==> config.mk <==
export PLATFORM = sky130hd
export DESIGN_NAME = sweep_detect_verify_scanner_core_flat
export DESIGN_NICKNAME = d
export VERILOG_FILES = /design/src/hw/rtl/sdv_pkg.sv /design/src/hw/rtl/sdv_ifs.sv /design/src/hw/rtl/sdv_cfg.sv /design/src/hw/rtl/sdv_step.sv /design/src/hw/rtl/sweep_detect_verify_scanner_core.sv /design/src/flat_wrapper.sv
export SDC_FILE = /design/constraint.sdc
export NUM_CORES = 1
export LEC_CHECK = 0
export ABC_AREA = 1
export CAP_MARGIN = 20
export CORE_MARGIN = 5
export CORE_UTILIZATION = 40
export DETAILED_ROUTE_END_ITERATION = 8
export DONT_BUFFER_PORTS = 1
export PLACE_DENSITY = 0.55
export SLEW_MARGIN = 20
export SYNTH_ARGS = -nofsm -noshare
export SYNTH_HDL_FRONTEND = slang
export SYNTH_SLANG_ARGS = --single-unit
==> constraint.sdc <==
create_clock -name clk -period 9.05 [get_ports clk]
set_input_delay 0.4525 -clock clk [delete_from_list [all_inputs] [get_ports clk]]
set_output_delay 0.4525 -clock clk [all_outputs]
set_load 0.03 [all_outputs]
==> src/hw/rtl/sdv_pkg.sv <==
`timescale 1ns / 1ps

package sdv_pkg;

  localparam int ANGLE_W   = 11;
  localparam int ECHO_W    = 14;
  localparam int TIME_W    = 32;
  localparam int THRESH_W  = 8;
  localparam int MS_W      = 16;
  localparam int MODE_W    = 2;
  localparam int CFG_IDX_W = 3;
  localparam int CFG_DAT_W = 16;
  localparam int PROD_W    = 19;

  localparam logic [ECHO_W-1:0] MIN_ECHO_US = ECHO_W'(100);

  localparam logic [CFG_IDX_W-1:0] CFG_ANGLE_LO     = 3'd0;
  localparam logic [CFG_IDX_W-1:0] CFG_ANGLE_HI     = 3'd1;
  localparam logic [CFG_IDX_W-1:0] CFG_ANGLE_STRIDE = 3'd2;
  localparam logic [CFG_IDX_W-1:0] CFG_THRESHOLD_CM = 3'd3;
  localparam logic [CFG_IDX_W-1:0] CFG_VERIFY_MS    = 3'd4;
  localparam logic [CFG_IDX_W-1:0] CFG_COOLDOWN_MS  = 3'd5;
  localparam logic [CFG_IDX_W-1:0] CFG_PAUSED       = 3'd6;

  localparam logic [ANGLE_W-1:0]  RST_ANGLE_LO     = ANGLE_W'(0);
  localparam logic [ANGLE_W-1:0]  RST_ANGLE_HI     = ANGLE_W'(1800);
  localparam logic [ANGLE_W-1:0]  RST_ANGLE_STRIDE = ANGLE_W'(20);
  localparam logic [THRESH_W-1:0] RST_THRESHOLD_CM = THRESH_W'(50);
  localparam logic [MS_W-1:0]     RST_VERIFY_MS    = MS_W'(2000);
  localparam logic [MS_W-1:0]     RST_COOLDOWN_MS  = MS_W'(3000);
  localparam logic [ANGLE_W-1:0]  RST_HELD_ANGLE   = ANGLE_W'(900);

  localparam logic [MODE_W-1:0] MODE_CODE_SWEEP  = 2'd0;
  localparam logic [MODE_W-1:0] MODE_CODE_VERIFY = 2'd1;
  localparam logic [MODE_W-1:0] MODE_CODE_COOL   = 2'd2;

  typedef enum logic [2:0] {
    MODE_SWEEP  = 3'b001,
    MODE_VERIFY = 3'b010,
    MODE_COOL   = 3'b100
  } scan_mode_t;

  typedef struct packed {
    logic [ANGLE_W-1:0]  angle_lo;
    logic [ANGLE_W-1:0]  angle_hi;
    logic [ANGLE_W-1:0]  angle_stride;
    logic [THRESH_W-1:0] threshold_cm;
    logic [MS_W-1:0]     verify_ms;
    logic [MS_W-1:0]     cooldown_ms;
    logic                paused;
  } cfg_t;

  typedef struct packed {
    scan_mode_t         scan_mode;
    logic               going_up;
    logic [ANGLE_W-1:0] scan_angle;
    logic [TIME_W-1:0]  mode_start_ms;
    logic [ANGLE_W-1:0] held_angle;
  } scan_state_t;

  typedef struct packed {
    logic [ANGLE_W-1:0] servo_angle;
    logic [MODE_W-1:0]  mode;
    logic               fire;
    logic [ANGLE_W-1:0] target_angle;
    logic               end_dwell;
  } result_t;

  function automatic logic [MODE_W-1:0] mode_code(input scan_mode_t m);
    logic [MODE_W-1:0] code;
    case (m)
      MODE_VERIFY: code = MODE_CODE_VERIFY;
      MODE_COOL:   code = MODE_CODE_COOL;
      default:     code = MODE_CODE_SWEEP;
    endcase
    return code;
  endfunction

endpackage

==> src/hw/rtl/sdv_ifs.sv <==
`timescale 1ns / 1ps

interface sdv_step_if
  import sdv_pkg::*;
  ();
  logic              valid;
  logic              ready;
  logic [ECHO_W-1:0] echo_us;
  logic [TIME_W-1:0] now_ms;

  modport source (output valid, output echo_us, output now_ms, input ready);
  modport sink (input valid, input echo_us, input now_ms, output ready);
endinterface

interface sdv_result_if
  import sdv_pkg::*;
  ();
  logic               valid;
  logic               ready;
  logic [ANGLE_W-1:0] servo_angle;
  logic [MODE_W-1:0]  mode;
  logic               fire;
  logic [ANGLE_W-1:0] target_angle;
  logic               end_dwell;

  modport source (output valid, output servo_angle, output mode, output fire,
                  output target_angle, output end_dwell, input ready);
  modport sink (input valid, input servo_angle, input mode, input fire,
                input target_angle, input end_dwell, output ready);
endinterface

==> src/hw/rtl/sdv_cfg.sv <==
`timescale 1ns / 1ps

module sdv_cfg
  import sdv_pkg::*;
(
  input  logic                 clk,
  input  logic                 rst,
  input  logic                 cfg_we,
  input  logic [CFG_IDX_W-1:0] cfg_index,
  input  logic [CFG_DAT_W-1:0] cfg_data,
  output cfg_t                 cfg
);

  always_ff @(posedge clk) begin
    if (rst) begin
      cfg.angle_lo     <= RST_ANGLE_LO;
      cfg.angle_hi     <= RST_ANGLE_HI;
      cfg.angle_stride <= RST_ANGLE_STRIDE;
      cfg.threshold_cm <= RST_THRESHOLD_CM;
      cfg.verify_ms    <= RST_VERIFY_MS;
      cfg.cooldown_ms  <= RST_COOLDOWN_MS;
      cfg.paused       <= 1'b0;
    end else if (cfg_we) begin
      case (cfg_index)
        CFG_ANGLE_LO:     cfg.angle_lo     <= cfg_data[ANGLE_W-1:0];
        CFG_ANGLE_HI:     cfg.angle_hi     <= cfg_data[ANGLE_W-1:0];
        CFG_ANGLE_STRIDE: cfg.angle_stride <= cfg_data[ANGLE_W-1:0];
        CFG_THRESHOLD_CM: cfg.threshold_cm <= cfg_data[THRESH_W-1:0];
        CFG_VERIFY_MS:    cfg.verify_ms    <= cfg_data[MS_W-1:0];
        CFG_COOLDOWN_MS:  cfg.cooldown_ms  <= cfg_data[MS_W-1:0];
        CFG_PAUSED:       cfg.paused       <= cfg_data[0];
        default: begin
        end
      endcase
    end
  end

endmodule

==> src/hw/rtl/sdv_step.sv <==
`timescale 1ns / 1ps

module sdv_step
  import sdv_pkg::*;
(
  input  cfg_t              cfg,
  input  scan_state_t       state,
  input  logic [ECHO_W-1:0] echo_us,
  input  logic [TIME_W-1:0] now_ms,
  output scan_state_t       state_next,
  output result_t           result
);

  logic [PROD_W-1:0]  echo_x17;
  logic [PROD_W-1:0]  thresh_x1000;
  logic               hit;
  logic [TIME_W-1:0]  verify_elapsed;
  logic [TIME_W-1:0]  cool_start;
  logic [TIME_W-1:0]  cool_elapsed;
  logic [ANGLE_W:0]   up_angle;
  logic [ANGLE_W:0]   down_angle;
  logic               fire;
  logic               dwell;

  always_comb begin
    echo_x17 = PROD_W'({echo_us, 4'b0000}) + PROD_W'(echo_us);
    thresh_x1000 = PROD_W'(cfg.threshold_cm) * PROD_W'(1000);
    hit = (echo_us > MIN_ECHO_US) && (echo_x17 <= thresh_x1000);
    verify_elapsed = now_ms - state.mode_start_ms;
    cool_start = hit ? now_ms : state.mode_start_ms;
    cool_elapsed = now_ms - cool_start;
    up_angle = {1'b0, state.scan_angle} + {1'b0, cfg.angle_stride};
    down_angle = {1'b0, state.scan_angle} - {1'b0, cfg.angle_stride};
  end

  always_comb begin
    state_next = state;
    fire = 1'b0;
    dwell = 1'b0;
    case (state.scan_mode)
      MODE_VERIFY: begin
        if (hit) begin
          if (verify_elapsed >= TIME_W'(cfg.verify_ms)) begin
            fire = 1'b1;
            state_next.scan_mode = MODE_COOL;
            state_next.mode_start_ms = now_ms;
          end
        end else begin
          state_next.scan_mode = MODE_SWEEP;
        end
      end
      MODE_COOL: begin
        state_next.mode_start_ms = cool_start;
        if (cool_elapsed >= TIME_W'(cfg.cooldown_ms)) begin
          state_next.scan_mode = MODE_SWEEP;
        end
      end
      default: begin
        state_next.scan_mode = MODE_SWEEP;
        if (hit) begin
          state_next.scan_mode = MODE_VERIFY;
          state_next.mode_start_ms = now_ms;
          state_next.held_angle = state.scan_angle;
        end else if (state.going_up) begin
          if (up_angle >= {1'b0, cfg.angle_hi}) begin
            state_next.scan_angle = cfg.angle_hi;
            state_next.going_up = 1'b0;
            dwell = 1'b1;
          end else begin
            state_next.scan_angle = up_angle[ANGLE_W-1:0];
          end
        end else begin
          if ($signed(down_angle) <= $signed({1'b0, cfg.angle_lo})) begin
            state_next.scan_angle = cfg.angle_lo;
            state_next.going_up = 1'b1;
            dwell = 1'b1;
          end else begin
            state_next.scan_angle = down_angle[ANGLE_W-1:0];
          end
        end
      end
    endcase

    result.servo_angle = state.scan_angle;
    result.mode = mode_code(state_next.scan_mode);
    result.fire = fire;
    result.target_angle = state_next.held_angle;
    result.end_dwell = dwell;
  end

endmodule

==> src/hw/rtl/sweep_detect_verify_scanner_core.sv <==
`timescale 1ns / 1ps

// Sweep, detect and verify scanner.
// Each request on step_in is one scan step: an echo width in microseconds and a
// millisecond timestamp. For every step taken while not paused, one request
// leaves on result_out with the commanded servo angle, the new mode, the fire
// flag, the latched target angle and the end-of-sweep dwell flag. Steps taken
// while paused are consumed and give no result.
// A step is held in an input register while the scan logic runs on it, and its
// result is written to an output register once that register is free. While
// result_out is not stalled, one step is accepted every cycle; the limit is the
// single pass through the scan state update.
// When result_out is stalled, the output register holds its result and one more
// step can wait in the input register; step_in ready then drops until the
// receiver takes the result.
// Configuration registers are written through cfg_we, cfg_index and cfg_data,
// by the user only while no step is in flight; this is not enforced. Reset
// clears both registers, restores config defaults and sweeps up from angle 0.

module sweep_detect_verify_scanner_core
  import sdv_pkg::*;
(
  input  logic                 clk,
  input  logic                 rst,
  sdv_step_if.sink             step_in,
  sdv_result_if.source         result_out,
  input  logic                 cfg_we,
  input  logic [CFG_IDX_W-1:0] cfg_index,
  input  logic [CFG_DAT_W-1:0] cfg_data
);

  cfg_t              cfg;
  scan_state_t       state;
  scan_state_t       state_next;
  result_t           result_next;
  result_t           result;
  logic              s1_valid;
  logic [ECHO_W-1:0] s1_echo;
  logic [TIME_W-1:0] s1_now;
  logic              out_valid;
  logic              out_free;
  logic              s1_fire;
  logic              s1_emit;

  sdv_cfg u_cfg (
    .clk       (clk),
    .rst       (rst),
    .cfg_we    (cfg_we),
    .cfg_index (cfg_index),
    .cfg_data  (cfg_data),
    .cfg       (cfg)
  );

  sdv_step u_step (
    .cfg        (cfg),
    .state      (state),
    .echo_us    (s1_echo),
    .now_ms     (s1_now),
    .state_next (state_next),
    .result     (result_next)
  );

  assign out_free = !out_valid || result_out.ready;
  assign s1_fire = s1_valid && (cfg.paused || out_free);
  assign s1_emit = s1_fire && !cfg.paused;
  assign step_in.ready = !s1_valid || s1_fire;

  always_ff @(posedge clk) begin
    if (rst) begin
      s1_valid <= 1'b0;
    end else if (step_in.ready) begin
      s1_valid <= step_in.valid;
    end
  end

  always_ff @(posedge clk) begin
    if (step_in.ready && step_in.valid) begin
      s1_echo <= step_in.echo_us;
      s1_now <= step_in.now_ms;
    end
  end

  always_ff @(posedge clk) begin
    if (rst) begin
      state.scan_mode <= MODE_SWEEP;
      state.going_up <= 1'b1;
      state.scan_angle <= RST_ANGLE_LO;
      state.mode_start_ms <= '0;
      state.held_angle <= RST_HELD_ANGLE;
    end else if (s1_emit) begin
      state <= state_next;
    end
  end

  always_ff @(posedge clk) begin
    if (rst) begin
      out_valid <= 1'b0;
    end else if (out_free) begin
      out_valid <= s1_emit;
    end
  end

  always_ff @(posedge clk) begin
    if (s1_emit) begin
      result <= result_next;
    end
  end

  assign result_out.valid = out_valid;
  assign result_out.servo_angle = result.servo_angle;
  assign result_out.mode = result.mode;
  assign result_out.fire = result.fire;
  assign result_out.target_angle = result.target_angle;
  assign result_out.end_dwell = result.end_dwell;

  a_fire_enters_cooldown: assert property (@(posedge clk) disable iff (rst)
    out_valid && result.fire |-> result.mode == MODE_CODE_COOL)
    else $error("Fire reported without entering cooldown.");

  a_dwell_only_sweeping: assert property (@(posedge clk) disable iff (rst)
    out_valid && result.end_dwell |-> result.mode == MODE_CODE_SWEEP)
    else $error("End dwell reported outside sweeping.");

  a_fire_at_held_angle: assert property (@(posedge clk) disable iff (rst)
    out_valid && result.fire |-> result.servo_angle == result.target_angle)
    else $error("Fire reported away from the latched target angle.");

  a_stalled_step_kept: assert property (@(posedge clk) disable iff (rst)
    s1_valid && !s1_fire |=> s1_valid && $stable(s1_now) && $stable(s1_echo))
    else $error("Waiting step lost from the input register.");

endmodule

==> src/flat_wrapper.sv <==
// flat-port wrapper written by rule: the top's interface ports become plain ports
module sweep_detect_verify_scanner_core_flat import sdv_pkg::*;
  (clk, rst, cfg_we, cfg_index, cfg_data, step_in_valid, step_in_echo_us, step_in_now_ms, step_in_ready, result_out_valid, result_out_servo_angle, result_out_mode, result_out_fire, result_out_target_angle, result_out_end_dwell, result_out_ready);
  sdv_step_if step_in_i ();
  sdv_result_if result_out_i ();
  input  logic clk;
  input  logic rst;
  input  logic cfg_we;
  input  logic [CFG_IDX_W-1:0] cfg_index;
  input  logic [CFG_DAT_W-1:0] cfg_data;
  input wire logic [$bits(step_in_i.valid)-1:0] step_in_valid;
  input wire logic [$bits(step_in_i.echo_us)-1:0] step_in_echo_us;
  input wire logic [$bits(step_in_i.now_ms)-1:0] step_in_now_ms;
  output wire logic [$bits(step_in_i.ready)-1:0] step_in_ready;
  output wire logic [$bits(result_out_i.valid)-1:0] result_out_valid;
  output wire logic [$bits(result_out_i.servo_angle)-1:0] result_out_servo_angle;
  output wire logic [$bits(result_out_i.mode)-1:0] result_out_mode;
  output wire logic [$bits(result_out_i.fire)-1:0] result_out_fire;
  output wire logic [$bits(result_out_i.target_angle)-1:0] result_out_target_angle;
  output wire logic [$bits(result_out_i.end_dwell)-1:0] result_out_end_dwell;
  input wire logic [$bits(result_out_i.ready)-1:0] result_out_ready;
  assign step_in_i.valid = step_in_valid;
  assign step_in_i.echo_us = step_in_echo_us;
  assign step_in_i.now_ms = step_in_now_ms;
  assign step_in_ready = step_in_i.ready;
  assign result_out_valid = result_out_i.valid;
  assign result_out_servo_angle = result_out_i.servo_angle;
  assign result_out_mode = result_out_i.mode;
  assign result_out_fire = result_out_i.fire;
  assign result_out_target_angle = result_out_i.target_angle;
  assign result_out_end_dwell = result_out_i.end_dwell;
  assign result_out_i.ready = result_out_ready;
  sweep_detect_verify_scanner_core u_core (.clk(clk), .rst(rst), .step_in(step_in_i), .result_out(result_out_i), .cfg_we(cfg_we), .cfg_index(cfg_index), .cfg_data(cfg_data));
endmodule
Word level (Yosys, flattened, before mapping). Index checks and enable logic that the tools add are counted.

Register bits: 206.

$add $sub $neg: 5. Multipliers: 1. Order comparisons: 6. Equal/unequal tests: 12. Muxes and demuxes: 20. Bitwise operators: 2. Reduce and logical (&&, ||, !) cells: 24.

Operators by type and width (count): 2-to-1 mux 32 bit (3); greater-or-equal comparator 32 x 16 -> 1 bit (2); one-hot mux 32 bit (2 select lines) (1); subtractor 32 bit (2); 2-to-1 mux 43 bit (1); 2-to-1 mux 11 bit (3); adder 18 x 14 -> 19 bit (1); less-or-equal comparator 19 x 18 -> 1 bit (1); AND reduction 2 bit (8); == test 3 bit (second input constant) (5); multiplier 8 x 7 -> 15 bit (second input constant) (1); greater-than comparator 14 x 7 -> 1 bit (second input constant) (1); adder 11 x 11 -> 12 bit (1); == test 3 x 2 -> 1 bit (second input constant) (4); greater-or-equal comparator 12 x 11 -> 1 bit (1); less-or-equal comparator 12 bit (1); 2-to-1 mux 12 bit (1); subtractor 11 x 11 -> 12 bit (1); 2-to-1 mux 3 bit (3); one-hot mux 3 bit (2 select lines) (1); 2-to-1 mux 1 bit (5); logical AND 1 bit (4); != test 2 bit (second input constant) (2); one-hot mux 2 bit (2 select lines) (1); other kinds (11) (16).

Longest topological paths before layout. Gate-level depths: netlist (run 1).

Depth after elaboration: 10. Depth in mapped cells: 54. Mapped depth without buffers: 53.

Cells and area by module. Synthesis (run 1) repeated with hierarchy kept, for this count alone.

Cell total of the unflattened synthesis: 2704. Area total of the unflattened synthesis: 18519.0 µm².

By module, submodules not included: sdv_step (instances 1, cells each 1838, area an instance 10814.1 µm², sequential area each 0.0 µm²); sweep_detect_verify_scanner_core (instances 1, cells each 453, area an instance 4760.8 µm², sequential area each 3363.2 µm²); sdv_cfg (instances 1, cells each 413, area an instance 2944.1 µm², sequential area each 1481.4 µm²).

Worst setup path before layout (run 1). OpenSTA, ideal clock, no wires.

Path type: register to register. Start point: register u_core.u_cfg.cfg[33] (netlist name). End point: register u_core.state[55] (netlist name). Arrival time: 7.683 ns. Required time: 8.932 ns. Setup slack: 1.248 ns. Stages on the path, launching flop included: 52. Period minus slack after synthesis: 7.802 ns. Path through: dfxtp_1 > fa_1 > inv_1 > fa_1 > fa_1 > inv_1 > fa_1 > ha_1 > nand2_1 > o21ai_0 > a21oi_1 > nor2_1 > nor2_1 > o21ai_0 > a21oi_1 > nor2_1 > nor2_1 > xor2_1 > (+16 left out) > nand2_1 > nand2_1 > nand2_1 > nand2_1 > nand2_1 > xor2_1 > ha_1 > nand2_1 > o211a_1 > nand2_1 > nor2_1 > nand2_1 > nor2_1 > nand2_1 > nor2_1 > nand4_1 > nand3_1 > nand2_1.

Word-level cells in the longest chain between the ends: 8.

Ends and longest elaborated chain: multiplier 8 x 7 -> 15 bit (*) (RTL line sdv_step.sv:27) `thresh_x1000 = PROD_W'(cfg.threshold_cm) * PROD_W'(1000);`; less-or-equal comparator 19 x 18 -> 1 bit (*) (RTL line sdv_step.sv:28) `hit = (echo_us > MIN_ECHO_US) && (echo_x17 <= thresh_x1000);`; logical AND 1 bit (*) (RTL line sdv_step.sv:28); 2-to-1 mux 32 bit (RTL line sdv_step.sv:30) `cool_start = hit ? now_ms : state.mode_start_ms;`; subtractor 32 bit (RTL line sdv_step.sv:31) `cool_elapsed = now_ms - cool_start;`; greater-or-equal comparator 32 x 16 -> 1 bit (RTL line sdv_step.sv:54) `if (cool_elapsed >= TIME_W'(cfg.cooldown_ms)) begin`; 2-to-1 mux 3 bit (RTL line sdv_step.sv:54); one-hot mux 3 bit (2 select lines) (*) (RTL line sdv_step.sv:40) `case (state.scan_mode)`.

Mark *: on every way between the ends. The rest lies on a longest branch, timed or not. A chain may end at the register's enable or synchronous reset.

Final worst setup path (run 1).
Start point: register u_core.u_cfg.cfg[33] (netlist name). End point: register u_core.state[57] (netlist name).

Word-level cells in the longest chain between the ends: 8.

Ends and longest elaborated chain (RTL line): multiplier 8 x 7 -> 15 bit (*) (sdv_step.sv:27); less-or-equal comparator 19 x 18 -> 1 bit (*) (sdv_step.sv:28); logical AND 1 bit (*) (sdv_step.sv:28); 2-to-1 mux 32 bit (sdv_step.sv:30); subtractor 32 bit (sdv_step.sv:31); greater-or-equal comparator 32 x 16 -> 1 bit (sdv_step.sv:54); 2-to-1 mux 3 bit (sdv_step.sv:54); one-hot mux 3 bit (2 select lines) (*) (sdv_step.sv:40).

Marked as above.

==> results of run 1 <==
-- per-layer routing --
metal	share of wire, %	routed length, um	GRT usage [%]	up-vias
li1	-	-	-	8231
met1	47	23970	29.47	7305
met2	45	23230	34.98	418
met3	5.4	2782	2.369	82
met4	2.4	1218	4.961	0
met5	0	0	0	-
-- what timing repair did --
item / CTS / global route
endpoints found under the setup margin: 0 / 3
gates resized for setup: 0 / 20
hold buffers: 50 / 0
endpoints found under the hold margin: 59 / 0
buffers inserted: 0 / 4
-- worst paths after layout --
kind,endpoint,slack [ps],cells past startpoint
hold / removal,u_core.u_cfg.cfg[23],30,2
hold reg to reg,u_core.u_cfg.cfg[2],460,2
setup / recovery,u_core.state[57],800,51
setup reg to reg,u_core.state[57],800,51
-- metrics by stage --
step | worst slack, ps | hold WS (ps)
after floorplan | 1248 | 435.3
after global placement | 525.3 | 441.3
after detailed placement | 244.4 | 450.4
after CTS | 267.6 | 0.03114
after global routing | 6.787 | 14.60
final | 798.9 | 28.81
-- sequential cells by signal (all words and copies together) (netlist names), 2 cells and up --
signal                          count
u_core.result_out.servo_angle      11
u_core.s1_echo                     14
u_core.u_cfg.cfg                   74
u_core.state                       58
u_core.result_out.mode              2
u_core.result_out.target_angle     11
u_core.s1_now                      32
-- final cells by class --
type	count	area share [%]
repair buffers	65	3.145
flip-flops and latches	206	24.86
well taps	585	3.755
clock inverters	18	1.470
clock buffers	32	3.562
multi-input cells	1819	55.29
inverters	411	7.921
-- where the power goes --
part | switching (mW) | internal, mW
Combinational | 1.47 | 0.840
Clock | 0.434 | 0.751
Sequential | 0.0793 | 1.03
-- cells by family (layout without fill, tap and decap cells) --
logic type / after synthesis / in the layout / synth area share, %
DFF: 206 / 206 / 27.96
adders and majority gates: 226 / 226 / 17.49
buffers and inverters: 474 / 526 / 10.45
AOI/OAI and AO/OA: 504 / 504 / 16.04
xor gates and xnor gates: 74 / 74 / 3.740
and+or+nand+nor: 1014 / 1015 / 24.33
-- layout by cell type, fill, tap and decap left out, drive strengths merged, types with 14 or more instances in the layout --
master / count
nand2: 637
inv: 412
a21oi: 235
nor2: 201
ha: 199
o21ai: 166
dfxtp: 134
edfxtp: 72
nand3: 72
xor2: 60
o211ai: 55
dlygate4sd3: 50
nand3b: 40
clkbuf: 32
nor3: 31
fa: 27
nand4: 26
buf: 15
xnor2: 14
==> results.json, run 1 <==
{
  "syn_area_um2": 17330,
  "clockBufferDepth": 3,
  "crit_buf_inv": 5,
  "min_period_ps": 8251,
  "slew_violations": 0,
  "grt_max_degree": 91,
  "ys.flop_type": "dfxtp_1",
  "rr_startpoint": "u_core.u_cfg.cfg[33]",
  "startpoint": "u_core.u_cfg.cfg[33]",
  "io_buffers": 0,
  "grt_pass1_wl_um": 80990,
  "finalSetupTns_ps": 0,
  "die_h_um": 218.1,
  "period_share_pct": 91.17,
  "placedCellCount": 3031,
  "async_flop_share_pct": 0,
  "synthCells": 2498,
  "power_mw": 4.612,
  "numCtsBuffers": 27,
  "worstHoldStart": "cfg_data[6]",
  "endpoint_kind": "register",
  "crit_arrival_ps": 8760,
  "diodes": 0,
  "yosysSeqAreaShare_pct": 27.96,
  "leakagePower_nw": 9.374,
  "vdd_drop_max_uv": 158.2,
  "drv_cap": 0,
  "final-hold-violation-count": 0,
  "synth_cell_types": 45,
  "yosysTopAreaCellShare_pct": 15.48,
  "synth.avg_cell_area_um2": 6.937,
  "wl_per_cell_um": 16.33,
  "clock_sinks": 206,
  "multi_input_area_um2": 10780,
  "fin_cells": 3136,
  "start_util_pct": 40.32,
  "dieArea_um2": 47590,
  "cts-root-buf": "clkbuf_16",
  "boundaryPins": 98,
  "gr-total-overflow": 0,
  "die_w_um": 218.1,
  "antenna_found_initial": 1,
  "ant_nets": 0,
  "fillers": 4448,
  "tightest_slew_ps": 989.1,
  "yosys_register_bits": 206,
  "layout-drive-gt1-share_pct": 3.724,
  "core_um2": 42980,
  "final-setup-viol-count": 0,
  "area_growth_pct": 12.48,
  "yosysWarnings": 0,
  "skew_ps": 22.79,
  "clk_latency_ps": 560,
  "worstHoldPathType": "input port to register",
  "drt-pass1-iter-count": 6,
  "drc": 0,
  "synth_enable_flop_cells": 72,
  "drtIter0Drc": 1040,
  "via_per_inst": 5.114,
  "start_kind": "register",
  "synthTopCellsByCount": "nand2_1, inv_1, a21oi_1",
  "p_per_area_nw_per_um2": 236.6,
  "register_area_um2": 4846,
  "synth_nets": 2794,
  "cts.reportedPaths.clkPinSlew_ps": 60,
  "cp_max_fo": 24,
  "crit_slowest_cell": "fa_1",
  "place_congestion": 0.9480,
  "crit_path_frequent_cell": "nand2_1",
  "fmax_ghz": 0.1212,
  "vias": 16040,
  "final_util_pct": 45.35,
  "grt_pass1_vias": 15140,
  "crit_type": "register to register",
  "synth_area_leader_cell": "dfxtp_1",
  "post_dp_cell_area_um2": 17910,
  "core.rowCount": 76,
  "h-tree-depth": 1,
  "hpwl_um": 40320,
  "relSlewSlack_pct": 34.06,
  "rsz0062_at_grt": "false",
  "yosys.cell_count.top_type": "nand2_1",
  "critical-path-top-delay-family": "adder cells",
  "cp.required_ps": 9550,
  "gr-usage-all-layers_pct": 21.03,
  "ys_top_cells_by_area": "dfxtp_1, ha_1, nand2_1, edfxtp_1, inv_1",
  "tritoncts": "built",
  "fin_area_um2": 19490,
  "wl_um": 51200,
  "status": "finished, final reports clean",
  "num-nets-final": 2826,
  "max_stage_delay_ps": 560
}
Note: power is estimated with default switching activity, not from simulation.
==> run 2, diff against run 1 <==
Settings changed: CORE_UTILIZATION 40 to 30, PLACE_DENSITY 0.55 to 0.45, SYNTH_HIERARCHICAL set to 1.
==> run 2 against run 1 <==
Sequential cell count stayed put. Count of clock-buffer cells in the layout is 3 higher. Highest routed layer unchanged. Die area is 40% higher. Hold slack better by 7.7 ps. Largest cell class unchanged. Total power is 2.1% higher. Critical path depth is 3 higher. Cell count is 12% higher. Synthesized area is 6.9% higher. Register-to-register slack worse by 90 ps. First-iteration DRC count is 8.7% higher. Sequential power hardly changed. Sequential share of layout area is 1.6 points lower.
==> results.json, run 2 <==
{
  "tritoncts": "built",
  "most-common-layout-cells": "nand2_1, inv_1, nor2_1",
  "gr-total-overflow": 0,
  "ys.flop_type": "dfxtp_1",
  "crit_slowest_cell": "fa_1",
  "numCtsBuffers": 29,
  "status": "finished, final reports clean",
  "yosysTopAreaCellShare_pct": 14.49,
  "top_register": "u_core/u_cfg/cfg",
  "endpoint_kind": "register",
  "yosys.cell_count.top_type": "nand2_1",
  "diodes": 0,
  "gr-usage-all-layers_pct": 16.87,
  "synth_nets": 2989,
  "core.rowCount": 91,
  "min_period_ps": 8344,
  "fin_ws_ps": 706.5,
  "num-nets-final": 2992,
  "cts-root-buf": "clkbuf_16",
  "clk_latency_ps": 590,
  "grt_pass1_vias": 16440,
  "grt_pass1_wl_um": 90820,
  "ys_top_cells_by_area": "dfxtp_1, ha_1, edfxtp_1, nand2_1, inv_1",
  "dieArea_um2": 66800,
  "synth_enable_flop_cells": 72,
  "layout-drive-gt1-share_pct": 7.106,
  "place_congestion": 0.9077,
  "yosysSeqAreaShare_pct": 26.16,
  "start_kind": "register",
  "area_growth_pct": 12.51,
  "wl_per_cell_um": 16.64,
  "synth.avg_cell_area_um2": 6.849,
  "via_per_inst": 4.765,
  "grt_max_degree": 75,
  "largestRegisters": "u_core/u_cfg/cfg x74, u_core/state x58, u_core/s1_now x32",
  "antenna_found_initial": 0,
  "yosys_register_bits": 206,
  "synthCells": 2704,
  "cp.required_ps": 9580,
  "cp_max_fo": 25,
  "crit_path_frequent_cell": "nor2_1",
  "wl_um": 58570,
  "die_h_um": 258.5,
  "skew_ps": 34.80,
  "yosysWarnings": 6,
  "relSlewSlack_pct": 34.84,
  "core_um2": 61370,
  "final-setup-viol-count": 0,
  "power_mw": 4.710,
  "cts.reportedPaths.clkPinSlew_ps": 60,
  "drtIter0Drc": 1130,
  "max_stage_delay_ps": 580,
  "start_util_pct": 30.18,
  "p_per_area_nw_per_um2": 226.1,
  "clockBufferDepth": 3,
  "vdd_drop_max_uv": 152.5,
  "vias": 16770,
  "r2r_slack_ps": 710,
  "leakagePower_nw": 9.976,
  "crit_arrival_ps": 8880,
  "clock_sinks": 206,
  "mostFrequentLayoutCell": "nand2_1",
  "pre_cts_ws_ps": 467.6,
  "hpwl_um": 45030,
  "crit_type": "register to register",
  "syn_area_um2": 18520,
  "async_flop_share_pct": 0,
  "fillers": 6593,
  "synthTopCellsByCount": "nand2_1, inv_1, nor2_1",
  "largest_reg_flops": 74,
  "boundaryPins": 98,
  "slew_violations": 0,
  "hold_slack_ps": 36.51,
  "ant_nets": 0,
  "drc": 0,
  "io_buffers": 0,
  "drv_cap": 0,
  "drt-pass1-iter-count": 5,
  "period_share_pct": 92.19,
  "h-tree-depth": 1,
  "worstHoldPathType": "input port to register",
  "synth_area_leader_cell": "dfxtp_1",
  "final-hold-violation-count": 0,
  "fmax_ghz": 0.1199,
  "synth_cell_types": 56,
  "die_w_um": 258.5,
  "tightest_slew_ps": 973.8
}
[run 2: cell count changes after synthesis, moves of 44 or more]
| cell | change |
|---|---|
| nor2_1 | +147 |
| nand3_1 | +124 |
| nand2_1 | -93 |
| o21ai_0 | -75 |
| inv_1 | +54 |
| o211ai_1 | -44 |
[run 2: worst paths after layout]
kind | startpoint | endpoint | cells after the start
min | cfg_data[6] | u_core/u_cfg/cfg[23] | 2
max reg2reg | u_core/u_cfg/cfg[33] | u_core/state[57] | 54
min reg2reg | u_core/state[9] | u_core/state[9] | 2
max | u_core/u_cfg/cfg[33] | u_core/state[57] | 54
[run 2: cells by family after synthesis]
| kind of cell | after synthesis | share of synthesized area, % |
|---|---|---|
| AO/OA/AOI/OAI | 405 | 12.15 |
| XOR/XNOR | 84 | 3.973 |
| adder cells (fa/ha/maj) | 215 | 15.58 |
| buffers and inverters | 581 | 13.04 |
| flip-flops | 206 | 26.16 |
| multiplexers | 4 | 0.2432 |
| AND/OR/NAND/NOR | 1209 | 28.85 |
[run 2: routing by layer]
layer / wire length [um] / global-route usage [%] / vias up / part of all wire [%]
li1: - / - / 8643 / -
met4: 1959 / 5.312 / 0 / 3.3
met3: 2417 / 2.124 / 85 / 4.1
met1: 27720 / 23.07 / 7674 / 47
met5: 0 / 0 / - / 0
met2: 26480 / 27.86 / 372 / 45
[run 2: power by group]
group | total, mW | switching (mW) | internal (mW)
clock network | 1.28 | 0.482 | 0.801
registers | 1.11 | 0.0880 | 1.03
logic | 2.31 | 1.46 | 0.850
total | 4.71 | 2.03 | 2.68
[run 2: repair_timing]
action | 4_1_cts | 5_1_grt
hold endpoints to repair | 68 | 0
hold buffers | 57 | 0
buffers inserted | 0 | 2
resized for setup | 0 | 25
setup endpoints to repair | 0 | 3
[run 2: area by class of cell]
class	count	area [um2]	area share, %
clock buffer	35	758.2	3.639
clock inverter	19	300.3	1.441
inverter	477	1794	8.612
multi-input combinational	1917	11370	54.59
sequential	206	4850	23.28
tap	790	988.4	4.744
timing repair buffer	76	770.7	3.699
[run 2: through the flow]
step                      utilization [%]  setup TNS [ps]  cells  area [um2]
after global routing                33.95          -80.85   3520       20840
final                               33.95               0   3520       20840
after detailed placement            31.01               0   3405       19030
after floorplan                         -               0   2704       18520
after global placement              31.01               0   3405       19030
after CTS                           33.66               0   3516       20660
[run 2: critical path: cells and delay by family (launching register included)]
kind / cells / cell delay, ps
AOI/OAI and AO/OA: 7 / 1000
xor gates and xnor gates: 2 / 290
adders and majority gates: 8 / 3370
buffers and inverters: 10 / 730
DFF: 1 / 370
and+or+nand+nor: 27 / 2490
